--- config.mk ---
export PLATFORM = sky130hd
export DESIGN_NAME = sensor_frame_crc_decoder_top
export DESIGN_NICKNAME = d
export VERILOG_FILES = /design/src/design/sfcd_pkg.sv /design/src/design/sfcd_frame.sv /design/src/design/sfcd_scale.sv /design/src/design/sensor_frame_crc_decoder_top.sv
export SDC_FILE = /design/constraint.sdc
export NUM_CORES = 1
export LEC_CHECK = 0
export ABC_AREA = 0
export BUFFER_PORTS_ARGS = -buffer_cell sky130_fd_sc_hd__buf_2
export CAP_MARGIN = 40
export CORE_AREA = 2 2 194 149
export DETAILED_ROUTE_END_ITERATION = 16
export DIE_AREA = 0 0 196 151
export PLACE_DENSITY = 0.69
export SLEW_MARGIN = 10
export SYNTH_ARGS = -nofsm -noshare
export SYNTH_HDL_FRONTEND = slang
export SYNTH_SLANG_ARGS = --single-unit
--- constraint.sdc ---
create_clock -name clk -period 7 [get_ports clk]
set_clock_uncertainty 0.1 [all_clocks]
set_input_delay 0.35 -clock clk [delete_from_list [all_inputs] [get_ports clk]]
set_output_delay 0.35 -clock clk [all_outputs]
set_load 0.02 [all_outputs]
--- src/design/sfcd_pkg.sv ---
`timescale 1ns / 1ps
// ----------------------------------------------------------------------------
// sfcd_pkg
// Shared types, constants and the CRC-8 byte step for the sensor frame
// decoder.
// ----------------------------------------------------------------------------
package sfcd_pkg;

	localparam logic [7:0]  CRC_POLY        = 8'h31;   // 0x131 without the top bit
	localparam logic [7:0]  CRC_INIT        = 8'hFF;
	localparam int unsigned TEMP_SPAN_CENTI = 17500;
	localparam int unsigned TEMP_OFFSET     = 4500;
	localparam int unsigned HUM_SPAN_CENTI  = 10000;
	localparam int unsigned RAW_FULL_SCALE  = 65535;

	typedef enum logic [2:0] {
		POS_T_HI,
		POS_T_LO,
		POS_T_CRC,
		POS_H_HI,
		POS_H_LO,
		POS_H_CRC
	} pos_t;

	typedef enum logic [1:0] {
		STATUS_OK       = 2'd0,
		STATUS_TEMP_CRC = 2'd1,
		STATUS_HUM_CRC  = 2'd2
	} status_t;

	typedef struct packed {
		logic [15:0] raw_t;
		logic [15:0] raw_h;
		status_t     status;
	} frame_res_t;

	// One CRC-8 byte step, MSB first, no reflection.
	function automatic logic [7:0] crc8_step(input logic [7:0] crc, input logic [7:0] b);
		logic [7:0] c;
		c = crc ^ b;
		for (int i = 0; i < 8; i++) begin
			if (c[7]) begin
				c = {c[6:0], 1'b0} ^ CRC_POLY;
			end else begin
				c = {c[6:0], 1'b0};
			end
		end
		return c;
	endfunction

endpackage

--- src/design/sfcd_frame.sv ---
`timescale 1ns / 1ps
// ----------------------------------------------------------------------------
// sfcd_frame
// Byte position tracker and CRC checker for the six-byte reply.
// ----------------------------------------------------------------------------
module sfcd_frame import sfcd_pkg::*; (
	input  logic        clk,
	input  logic        arst_n,
	input  logic        step,
	input  logic [7:0]  rx_byte,
	input  logic        frame_first,
	output logic        emit,
	output frame_res_t  res
);

	pos_t       state_q, state_d;
	logic [7:0] crc_q, crc_d;
	logic [15:0] temp_word_q, temp_word_d;
	logic [7:0] hum_hi_q, hum_hi_d;
	logic [7:0] hum_lo_q, hum_lo_d;
	logic       temp_good_q, temp_good_d;
	pos_t       pos;
	logic [7:0] crc_next;

	always_ff @(posedge clk or negedge arst_n) begin
		if (!arst_n) begin
			state_q     <= POS_T_HI;
			crc_q       <= CRC_INIT;
			temp_word_q <= '0;
			hum_hi_q    <= '0;
			hum_lo_q    <= '0;
			temp_good_q <= 1'b0;
		end else if (step) begin
			state_q     <= state_d;
			crc_q       <= crc_d;
			temp_word_q <= temp_word_d;
			hum_hi_q    <= hum_hi_d;
			hum_lo_q    <= hum_lo_d;
			temp_good_q <= temp_good_d;
		end
	end

	always_comb begin
		pos         = frame_first ? POS_T_HI : state_q;
		crc_next    = crc8_step(crc_q, rx_byte);
		state_d     = state_q;
		crc_d       = crc_q;
		temp_word_d = temp_word_q;
		hum_hi_d    = hum_hi_q;
		hum_lo_d    = hum_lo_q;
		temp_good_d = temp_good_q;
		emit        = 1'b0;
		res.raw_t   = temp_word_q;
		res.raw_h   = {hum_hi_q, hum_lo_q};
		if (!temp_good_q) begin
			res.status = STATUS_TEMP_CRC;
		end else if (crc_q != rx_byte) begin
			res.status = STATUS_HUM_CRC;
		end else begin
			res.status = STATUS_OK;
		end
		case (pos)
			POS_T_LO: begin
				crc_d       = crc_next;
				temp_word_d = {temp_word_q[15:8], rx_byte};
				state_d     = POS_T_CRC;
			end
			POS_T_CRC: begin
				temp_good_d = (crc_q == rx_byte);
				crc_d       = CRC_INIT;
				state_d     = POS_H_HI;
			end
			POS_H_HI: begin
				crc_d    = crc_next;
				hum_hi_d = rx_byte;
				state_d  = POS_H_LO;
			end
			POS_H_LO: begin
				crc_d    = crc_next;
				hum_lo_d = rx_byte;
				state_d  = POS_H_CRC;
			end
			POS_H_CRC: begin
				emit    = step;
				crc_d   = CRC_INIT;
				state_d = POS_T_HI;
			end
			default: begin
				// first byte, also any stray position
				crc_d       = crc8_step(CRC_INIT, rx_byte);
				temp_word_d = {rx_byte, 8'h00};
				state_d     = POS_T_LO;
			end
		endcase
	end

endmodule

--- src/design/sfcd_scale.sv ---
`timescale 1ns / 1ps
// ----------------------------------------------------------------------------
// sfcd_scale
// Converts raw words to hundredths of a degree and of a percent.
// ----------------------------------------------------------------------------
module sfcd_scale import sfcd_pkg::*; (
	input  logic [15:0]        raw_t,
	input  logic [15:0]        raw_h,
	output logic signed [14:0] temperature_centi,
	output logic [13:0]        humidity_centi
);

	logic [31:0] t_prod, h_prod;
	logic [15:0] t_q0, h_q0, t_q, h_q;
	logic [16:0] t_rem, h_rem;
	logic [15:0] t_off;

	// x / 65535: q0 = x >> 16 leaves remainder lo + q0, below twice the divisor
	always_comb begin
		t_prod = {16'd0, raw_t} * 32'(TEMP_SPAN_CENTI);
		h_prod = {16'd0, raw_h} * 32'(HUM_SPAN_CENTI);
		t_q0   = t_prod[31:16];
		h_q0   = h_prod[31:16];
		t_rem  = {1'b0, t_prod[15:0]} + {1'b0, t_q0};
		h_rem  = {1'b0, h_prod[15:0]} + {1'b0, h_q0};
		t_q    = t_q0 + 16'(t_rem >= 17'(RAW_FULL_SCALE));
		h_q    = h_q0 + 16'(h_rem >= 17'(RAW_FULL_SCALE));
		t_off  = t_q - 16'(TEMP_OFFSET);
		temperature_centi = signed'(t_off[14:0]);
		humidity_centi    = h_q[13:0];
	end

endmodule

--- src/design/sensor_frame_crc_decoder_top.sv ---
`timescale 1ns / 1ps
// ----------------------------------------------------------------------------
// sensor_frame_crc_decoder_top
// Checks and converts six-byte temperature/humidity sensor replies.
// ----------------------------------------------------------------------------
// Feed the reply bytes in bus order, one per transfer: temperature high,
// temperature low, temperature CRC-8, humidity high, humidity low, humidity
// CRC-8 (polynomial 0x31, init 0xFF). Raise frame_first on a byte to restart
// the frame there; a byte at the frame start is taken as the first byte even
// without the flag. The sixth byte yields one result transfer with both raw
// words, both converted values (truncated) and a status, where a bad
// temperature checksum wins over a bad humidity checksum; the other bytes
// yield nothing. The block takes one byte every cycle while no waiting result
// holds it back: each byte passes an input register, then the CRC step and
// scaling logic, and lands in the result register, from which the result of
// a frame is presented after its sixth byte has passed both registers.
// While a result waits, the input register still takes one more byte.
// ----------------------------------------------------------------------------
module sensor_frame_crc_decoder_top import sfcd_pkg::*; (
	input  logic               clk,
	input  logic               arst_n,
	input  logic               in_valid,
	output logic               in_ready,
	input  logic [7:0]         rx_byte,
	input  logic               frame_first,
	output logic               out_valid,
	input  logic               out_ready,
	output logic signed [14:0] temperature_centi,
	output logic [13:0]        humidity_centi,
	output logic [15:0]        raw_temperature,
	output logic [15:0]        raw_humidity,
	output logic [1:0]         frame_status
);

	// input stage
	logic        valid_s1;
	logic [7:0]  rx_byte_s1;
	logic        frame_first_s1;

	// result register
	logic               out_valid_q;
	logic signed [14:0] temp_centi_q;
	logic [13:0]        hum_centi_q;
	logic [15:0]        raw_t_q;
	logic [15:0]        raw_h_q;
	logic [1:0]         status_q;

	logic               out_free;
	logic               s1_go;
	logic               emit;
	frame_res_t         res;
	logic signed [14:0] temp_centi;
	logic [13:0]        hum_centi;

	// advance the input stage whenever the result slot is free or drains now
	assign out_free = !out_valid_q || out_ready;
	assign s1_go    = valid_s1 && out_free;
	assign in_ready = !valid_s1 || s1_go;

	always_ff @(posedge clk or negedge arst_n) begin
		if (!arst_n) begin
			valid_s1 <= 1'b0;
		end else if (in_ready) begin
			valid_s1 <= in_valid;
		end
	end

	// hold the byte until the stage advances
	always_ff @(posedge clk) begin
		if (in_valid && in_ready) begin
			rx_byte_s1     <= rx_byte;
			frame_first_s1 <= frame_first;
		end
	end

	sfcd_frame u_frame (
		.clk        (clk),
		.arst_n     (arst_n),
		.step       (s1_go),
		.rx_byte    (rx_byte_s1),
		.frame_first(frame_first_s1),
		.emit       (emit),
		.res        (res)
	);

	sfcd_scale u_scale (
		.raw_t            (res.raw_t),
		.raw_h            (res.raw_h),
		.temperature_centi(temp_centi),
		.humidity_centi   (hum_centi)
	);

	always_ff @(posedge clk or negedge arst_n) begin
		if (!arst_n) begin
			out_valid_q <= 1'b0;
		end else if (out_free) begin
			out_valid_q <= emit;
		end
	end

	// load the result only on the closing byte of a frame
	always_ff @(posedge clk) begin
		if (emit && out_free) begin
			temp_centi_q <= temp_centi;
			hum_centi_q  <= hum_centi;
			raw_t_q      <= res.raw_t;
			raw_h_q      <= res.raw_h;
			status_q     <= res.status;
		end
	end

	assign out_valid         = out_valid_q;
	assign temperature_centi = temp_centi_q;
	assign humidity_centi    = hum_centi_q;
	assign raw_temperature   = raw_t_q;
	assign raw_humidity      = raw_h_q;
	assign frame_status      = status_q;

	// back-pressure only comes from a held byte that cannot advance
	a_ready_stall: assert property (@(posedge clk) disable iff (!arst_n)
		!in_ready |-> (valid_s1 && out_valid_q && !out_ready))
		else $error("input stalled without a blocked result");

	// a new result only follows an advanced byte
	a_result_source: assert property (@(posedge clk) disable iff (!arst_n)
		$rose(out_valid_q) |-> $past(s1_go))
		else $error("result appeared without an advanced byte");

	a_hum_range: assert property (@(posedge clk) disable iff (!arst_n)
		out_valid_q |-> (hum_centi_q <= 14'd10000))
		else $error("humidity out of range");

	a_temp_range: assert property (@(posedge clk) disable iff (!arst_n)
		out_valid_q |-> (temp_centi_q >= -15'sd4500 && temp_centi_q <= 15'sd13000))
		else $error("temperature out of range");

endmodule
==> out/results.txt, run 1 <==
Number of placement rows: 53. For the total half-perimeter wirelength after legalization and detailed placement, the log shows 25.5 mm. The number of distinct library cell variants in the gate-level netlist after synthesis is 83. The delay contributed by the slowest stage of the critical path works out to 0.51 ns.

The run gives 0.270 as the sequential area share after synthesis. TritonCTS created 17 clock buffers. The type of the worst min-delay path is in -> reg.

The part of the cycle the worst path needs came out at 1.08. For this run, the number of Yosys warnings is 0. The worst slack at placement was -0.753 ns; the number of vias per cell was 5.28. The total clock sinks was 118; the clock-pin transition on the worst setup and hold timing paths was 0.07 ns. The worst max-slew margin expressed relative to the limit came out at 0.432. Setup repair after global routing could not meet its margin everywhere. The setup check on the worst reg-to-reg path leaves a slack of -0.54 ns. After global routing the overflow that remains totals 0.

The worst slack on hold paths was 0.0227 ns; the core outline area was 0.0276 mm². From left edge to right edge, the die measures 196 µm. At the worst endpoint, the required time is 7.10 ns.

At the pin with the least slew margin, the transition time is 0.846 ns. For the count of pins over their slew limit, the log shows 0. The tools report the number of global-route vias before repair as 10500. The slowest stage cell on the critical path was sky130_fd_sc_hd__fa_1. Post-synthesis xor/xnor area fraction: 0.0697.

The logs give 78 for the top-level port count and -0.539 ns for the final worst slack. The count of cells along the worst hold path is 1. Timing would allow up to 133 MHz.

Setup violations remaining at the end of the flow were counted as 22. At the worst endpoint, the arrival time is 7.64 ns. The die is 151 µm tall. The adder-cell share of the synthesized area is 0.332. The run gives 0.234 as the total track usage. The first global-routing pass estimated 53.9 mm of wire. The cell at the root of the clock tree was sky130_fd_sc_hd__clkbuf_16.

The run gives 0 as the remaining antenna violation count after routing. In this run the most critical hold path is launched from rx_byte[4]. TritonCTS built the clock tree. The run gives 2144 as the number of filler instances in the final layout. The commonest cells after synthesis are sky130_fd_sc_hd__inv_1 (251), sky130_fd_sc_hd__ha_1 (195), sky130_fd_sc_hd__fa_1 (82). The classification of the worst setup path is reg -> reg. Instance count of the mapped netlist: 1259. The logs give 0.446 for the effective utilization at floorplan and 34.2 mm for the routed wire length.

The fraction of layout instances using a drive strength above 1 came out at 0.385. The final reports fail on negative setup slack. For this run, design rule violations remaining after detail routing come to 0. The tools report the die area as 0.0296 mm². The cell type with the highest aggregate area in the netlist is sky130_fd_sc_hd__ha_1.

Among all cell types in the netlist, the one instantiated most often is sky130_fd_sc_hd__inv_1. Summing over every cut layer, the via total after detailed routing is 10400. In this run, the number of DRC markers left after iteration 0 of detailed routing was 650. The clock passes through at most 2 buffers. For the final weighted congestion in routability-driven placement, the log shows 0.920. The leading register cell type out of synthesis was sky130_fd_sc_hd__edfxtp_1. For the utilization after layout, the log shows 0.624. The worst reg2reg path startpoint is u_frame.temp_word_q[12].

The number of antenna violations at the first check in global routing was 0. In the final design database the tool counted 1897 nets. The area overhead of the layout relative to synthesis works out to 39.9%.

The logs give 0 for the max-capacitance violation count and 6 for the number of iterations in the first detailed-routing pass. The post-layout minimum cycle time came out at 7.54 ns. In the final layout, the multi-input gates occupy 0.00934 mm². Along the worst path, the maximum fanout reaches 4. Fraction of the mapped netlist area in simple logic gates: 0.107.

The number of inserted diodes is 0, and the number of hold violations in the final report is 0. The count of port buffers added during placement is 77. The synthesized design contains 72 enable-type register cells. The endpoint identified for the worst register-to-register timing path is temperature_centi[13]. The fraction of the mapped netlist area in compound gates works out to 0.124. The kind of start point of the critical path is a register. The worst register-to-register path has a depth of 34. The proportion of register bits with asynchronous set or reset after synthesis was 0.390.

At the later pin of the worst-skew pair, clock insertion delay measures 0.44 ns. After synthesis the netlist holds a flip-flop and latch count of 118. The tools report the hold path endpoint as rx_byte_s1[4]. CTS built an H-tree with a depth of 4. After detailed routing, the average wire length per cell comes to 17.3 µm. Area share of the leading cell type in the synthesized netlist: 0.198. The tools report the netlist area before placement as 0.0123 mm². The multiplexer share of the synthesized area was 0.0151.

STA classifies the critical path endpoint as a register. The run finished, with violations left. In this run the mean area of a mapped cell was 9.78 µm².

The run gives 0.00334 mm² as the register cell area after layout. Entering global routing, the biggest net connects 37 pins. Dominant combinational cell family by area after synthesis: adder cells. Synthesis produced a netlist with a net count of 1549. After routing, the total negative slack on setup checks comes to -6.97 ns. After synthesis, the cell types taking the most area are sky130_fd_sc_hd__ha_1 (20%), sky130_fd_sc_hd__edfxtp_1 (18%), sky130_fd_sc_hd__fa_1 (13%).
stage by stage:
step	instance area, µm²	cells
after floorplan	12800	1259
after global placement	15100	1882
after detailed placement	15200	1884
after CTS	16800	1959
after global routing	17200	1977
final	17200	1977
worst max-delay path: cells and delay by family (launching register included):
family                     cells  cell delay, ns
AOI/OAI and AO/OA             10            2.27
adders and majority gates      8            2.67
DFF                            1            0.42
and+or+nand+nor                7            1.12
xor gates and xnor gates       2            0.23
buffers and inverters          7            0.47
sequential cells by signal, indices dropped and copies added (netlist names):
register / cells
frame_first_s1: 1
frame_status: 2
humidity_centi: 14
out_valid: 1
raw_humidity: 16
raw_temperature: 16
rx_byte_s1: 8
temperature_centi: 15
u_frame.crc_q: 8
u_frame.hum_hi_q: 8
u_frame.hum_lo_q: 8
u_frame.state_q: 3
u_frame.temp_good_q: 1
u_frame.temp_word_q: 16
valid_s1: 1
placed cells by master (no fill, tap or decap), types with 8 or more instances in the layout:
master                          Yosys  final
sky130_fd_sc_hd__buf_6              1     23
sky130_fd_sc_hd__edfxtp_1          72     72
sky130_fd_sc_hd__nand2b_1          14     13
sky130_fd_sc_hd__a21oi_2            1     13
sky130_fd_sc_hd__nor2b_1           12     10
sky130_fd_sc_hd__dfrtp_2            0     13
sky130_fd_sc_hd__buf_2              0     78
sky130_fd_sc_hd__buf_4              0    235
sky130_fd_sc_hd__nand2_2            0      9
sky130_fd_sc_hd__nor3_1            18     11
sky130_fd_sc_hd__and3_1            15     11
sky130_fd_sc_hd__xor2_1            27     24
sky130_fd_sc_hd__o21ai_1            2      9
sky130_fd_sc_hd__inv_2              1     36
sky130_fd_sc_hd__dfstp_2            8      8
sky130_fd_sc_hd__nor2_1            52     43
sky130_fd_sc_hd__ha_2               0      8
sky130_fd_sc_hd__inv_1            251    216
sky130_fd_sc_hd__xnor2_1           66     61
sky130_fd_sc_hd__dfrtp_1           38     25
sky130_fd_sc_hd__mux2_2            13     12
sky130_fd_sc_hd__dlygate4sd3_1      0      9
sky130_fd_sc_hd__nand4_1            9      9
sky130_fd_sc_hd__a21oi_1           49     30
sky130_fd_sc_hd__a31oi_1           14     11
sky130_fd_sc_hd__ha_4               0     47
sky130_fd_sc_hd__a21o_1            16     16
sky130_fd_sc_hd__ha_1             195    140
sky130_fd_sc_hd__nand3_1           20     17
sky130_fd_sc_hd__nand2_1           73     64
sky130_fd_sc_hd__fa_1              82     80
sky130_fd_sc_hd__clkbuf_16          0     17
sky130_fd_sc_hd__o21ai_0           55     44
sky130_fd_sc_hd__a21oi_4            1      8
sky130_fd_sc_hd__o211ai_1          13     13
worst max path at each step:
stage / depth (start not counted) / slack (ns) / end / startpoint
final: 34 / -0.54 / temperature_centi[13] / u_frame.temp_word_q[12]
after global routing: 31 / -0.76 / temperature_centi[13] / u_frame.temp_word_q[5]
after CTS: 34 / -0.48 / temperature_centi[13] / u_frame.temp_word_q[12]
after detailed placement: 33 / -0.75 / temperature_centi[13] / u_frame.temp_word_q[10]
after global placement: 33 / -0.53 / temperature_centi[13] / u_frame.temp_word_q[10]
after floorplan: 31 / -0.14 / temperature_centi[14] / u_frame.temp_word_q[5]
final cells by class:
type / instances / share of cell area
Clock inverter: 15 / 0.0113
Clock buffer: 17 / 0.0247
Timing Repair Buffer: 346 / 0.147
Sequential cell: 118 / 0.194
Inverter: 252 / 0.0550
Multi-Input combinational cell: 872 / 0.542
Tap cell: 357 / 0.0260
per-layer routing:
layer,vias up,wire length (µm),track usage,share of wire
li1,4991,-,-,-
met3,40,2060,0.0512,0.060
met2,288,15100,0.354,0.44
met5,-,0,0,0
met4,0,485,0.0545,0.014
met1,5120,16500,0.342,0.48
logic make-up after synthesis:
logic type | count (synthesis)
AO/OA/AOI/OAI | 223
XOR/XNOR | 95
adder cells (fa/ha/maj) | 277
buffers and inverters | 269
flip-flops | 118
multiplexers | 17
AND/OR/NAND/NOR | 260
what timing repair did:
action,in CTS,in global routing
hold buffers,9,0
setup endpoints to repair,27,28
resized for setup,120,80
pin swaps,107,52
setup buffers,35,17
endpoints found under the hold margin,23,0
Power of run 1 is not shown: default switching activity piles up to over one toggle a cycle in this logic, so the estimate is an artifact.
==> inputs of run 2 (changes only) <==
--- a/config.mk
+++ b/config.mk
@@ -9,9 +9,10 @@
 export BUFFER_PORTS_ARGS = -buffer_cell sky130_fd_sc_hd__buf_2
 export CAP_MARGIN = 40
 export CORE_AREA = 2 2 194 149
+export CTS_BUF_LIST = sky130_fd_sc_hd__clkbuf_4 sky130_fd_sc_hd__clkbuf_8
 export DETAILED_ROUTE_END_ITERATION = 16
 export DIE_AREA = 0 0 196 151
-export PLACE_DENSITY = 0.69
+export PLACE_DENSITY = 0.67
 export SLEW_MARGIN = 10
 export SYNTH_ARGS = -nofsm -noshare
 export SYNTH_HDL_FRONTEND = slang
==> constraint.sdc (replaced) <==
create_clock -name clk -period 7.4 [get_ports clk]
set_clock_uncertainty 0.1 [all_clocks]
set_input_delay 0.37 -clock clk [delete_from_list [all_inputs] [get_ports clk]]
set_output_delay 0.37 -clock clk [all_outputs]
set_load 0.02 [all_outputs]
==> out/results.txt, run 2 (synthesized netlist as in run 1, its figures left out) <==
The run gives 7.61 ns (-0.03 ns) as the critical path arrival. The checks that failed: negative setup slack. The final weighted congestion in routability-driven placement was 0.909 (-1.2%).

The total track usage was 0.215 (-0.0188); the via count was 10300 (-1.4%). Worst reg2reg path startpoint: u_frame.temp_word_q[12]. The start point of the worst hold path is out_ready. The tools report the maximum level of the CTS H-tree as 4 (unchanged). The logs give 4 (-82%) for the final-report setup violation count and 1882 (-0.79%) for the net count of the finished layout. The kind of start point of the critical path was a register. The library cell used most frequently in the layout, excluding fill and tap cells, is sky130_fd_sc_hd__buf_4.

The tools report the number of iterations in the first detailed-routing pass as 7 (+1). The number of hold violations in the final report came out at 0 (unchanged). The tools report the max-capacitance violation count as 0 (unchanged). The average wire per standard cell was 17.1 µm (-1.2%). The highest achievable clock rate is 133 MHz (+0.29%), and the count of port buffers added during placement is 77 (unchanged). The run gives 0.0144 mm² (-5.1%) as the placed cell area.

For the core outline area, the log shows 0.0276 mm² (unchanged). The transition time at the pin with the least slew margin works out to 0.956 ns (+0.110 ns). The die boundary width works out to 196 µm (unchanged). The remaining antenna violation count after routing was 0 (unchanged). The run gives 7.49 ns (+0.39 ns) as the endpoint required time on the critical path. The tree is rooted in a sky130_fd_sc_hd__clkbuf_8. The number of inserted diodes came out at 0 (unchanged).

The critical path is of the reg -> reg type. The number of antenna violations at the first check in global routing was 1 (+1); the final worst slack was -0.117 ns (+0.422 ns). For the pin count of the biggest net entering global routing, the log shows 52 (+41%). Cell repeated most along the worst path: sky130_fd_sc_hd__ha_4. The delay contributed by the slowest stage of the critical path was 0.52 ns (about the same). In the layout the commonest cells are sky130_fd_sc_hd__buf_4 (228), sky130_fd_sc_hd__inv_1 (223), sky130_fd_sc_hd__ha_1 (139). The logs give 0.46 ns (+0.02 ns) for the clock latency on the worst-skew pair and 0.446 (unchanged) for the effective utilization at floorplan. The fraction of layout instances using a drive strength above 1 is 0.373 (-0.0114), and the number of vias per cell is 5.24 (-0.68%). The largest individual stage delay along the critical path comes from the cell sky130_fd_sc_hd__fa_1. The logs give 0.358 (-0.0739) for the worst max-slew margin expressed relative to the limit and 0 (unchanged) for the count of pins over their slew limit. The remaining design rule violation count came out at 0 (unchanged). TritonCTS built the clock tree. The worst setup path is captured at a register.

Top-level port count: 78 (unchanged). Setup repair after global routing could not meet its margin everywhere. Number of buffers created by CTS: 17 (unchanged). Die height: 151 µm (unchanged). The worst-case clock buffer depth is 2 (unchanged), and the utilization after layout is 0.610 (-0.0138).

The total clock sinks was 118 (unchanged). The area overhead of the layout relative to synthesis is 36.8%. Cell area after layout: 0.0168 mm² (-2.2%). The run gives 0.0296 mm² (unchanged) as the die area. The tools report the source of the critical timing path as u_frame.temp_word_q[12].

The global-route congestion overflow total is 0 (unchanged), and the post-layout minimum cycle time is 7.52 ns (-0.0219 ns). The tools report the routed wire length as 33.5 mm (-2.0%). The number of global-route vias before repair was 9740 (-6.9%). The run gives 49.5 mm (-8.3%) as the wire length of the first global-routing pass. Type of the worst min-delay path: in -> reg.

The clock-pin transition on the worst setup and hold timing paths was 0.07 ns (about the same); the maximum fanout along the worst path was 4 (unchanged). The run finished, with violations left. Total half-perimeter wirelength after legalization and detailed placement: 24.5 mm (-3.8%). For the starting DRC count in detailed routing, the log shows 495 (-24%). The number of placement rows was 53 (unchanged); the part of the cycle the worst path needs was 1.02 (-0.0612).
[run 2: cell count changes in the layout (fill, tap and decap cells not counted), sizes merged]
cell         previous run  this run
inv                   258       253
clkinvlp                0         4
clkinv                  6         5
clkbuf                 17        20
dlygate4sd3             9        11
bufinv                  3         2
buf                   337       320
[run 2: cell type report]
cell class                      instances  area (µm²)
Clock buffer                           20         263
Tap cell                              357         447
Inverter                              252         951
Timing Repair Buffer                  331        2380
Fill cell                            2173       10800
Clock inverter                         12         129
Multi-Input combinational cell        872        9330
Sequential cell                       118        3340
[run 2: final timing paths]
kind                                           end  cells after the start  slack, ns
max                          temperature_centi[14]                     35      -0.12
min                                       valid_s1                      3       0.12
max reg2reg                  temperature_centi[14]                     35      -0.12
min reg2reg                       u_frame.crc_q[0]                      2       0.40
max in group asynchronous  u_frame.temp_word_q[11]                      3       6.32
min in group asynchronous                out_valid                      3       0.43
[run 2: per-stage QoR]
stage	TNS, ns	setup slack [ns]	instances	hold WS (ns)
floorplan	0	0.00250	1259	-0.0256
global placement	-0.687	-0.161	1832	0.374
detailed placement	-4.61	-0.450	1833	0.394
CTS	0	0.00178	1924	0.0943
global route	-4.21	-0.413	1962	0.136
finish	-0.301	-0.117	1962	0.118
[run 2: what timing repair did]
item                                    in CTS  in global routing
gates resized for setup                     71                179
pin swaps                                   64                144
hold buffers                                11                  0
setup buffers                               48                 40
endpoints found under the hold margin       48                  0
endpoints found under the setup margin      23                 24
[run 2: metal layers]
metal	global-route usage	vias to the layer above	wire length (µm)
met5	0	-	0
met4	0.0458	0	295
met3	0.0483	26	1860
met2	0.330	274	15300
met1	0.312	5017	16100
li1	-	4972	-
[run 2: critical path: cells and delay by family (launching register included)]
| family | cells | cell delay [ns] |
|---|---|---|
| compound gates | 12 | 1.89 |
| simple gates | 3 | 0.57 |
| flops | 1 | 0.42 |
| fa+ha+maj | 9 | 2.89 |
| mux | 1 | 0.34 |
| buf+inv | 9 | 0.80 |
| xor+xnor | 1 | 0.26 |
Power of run 2 is left out for the same reason.
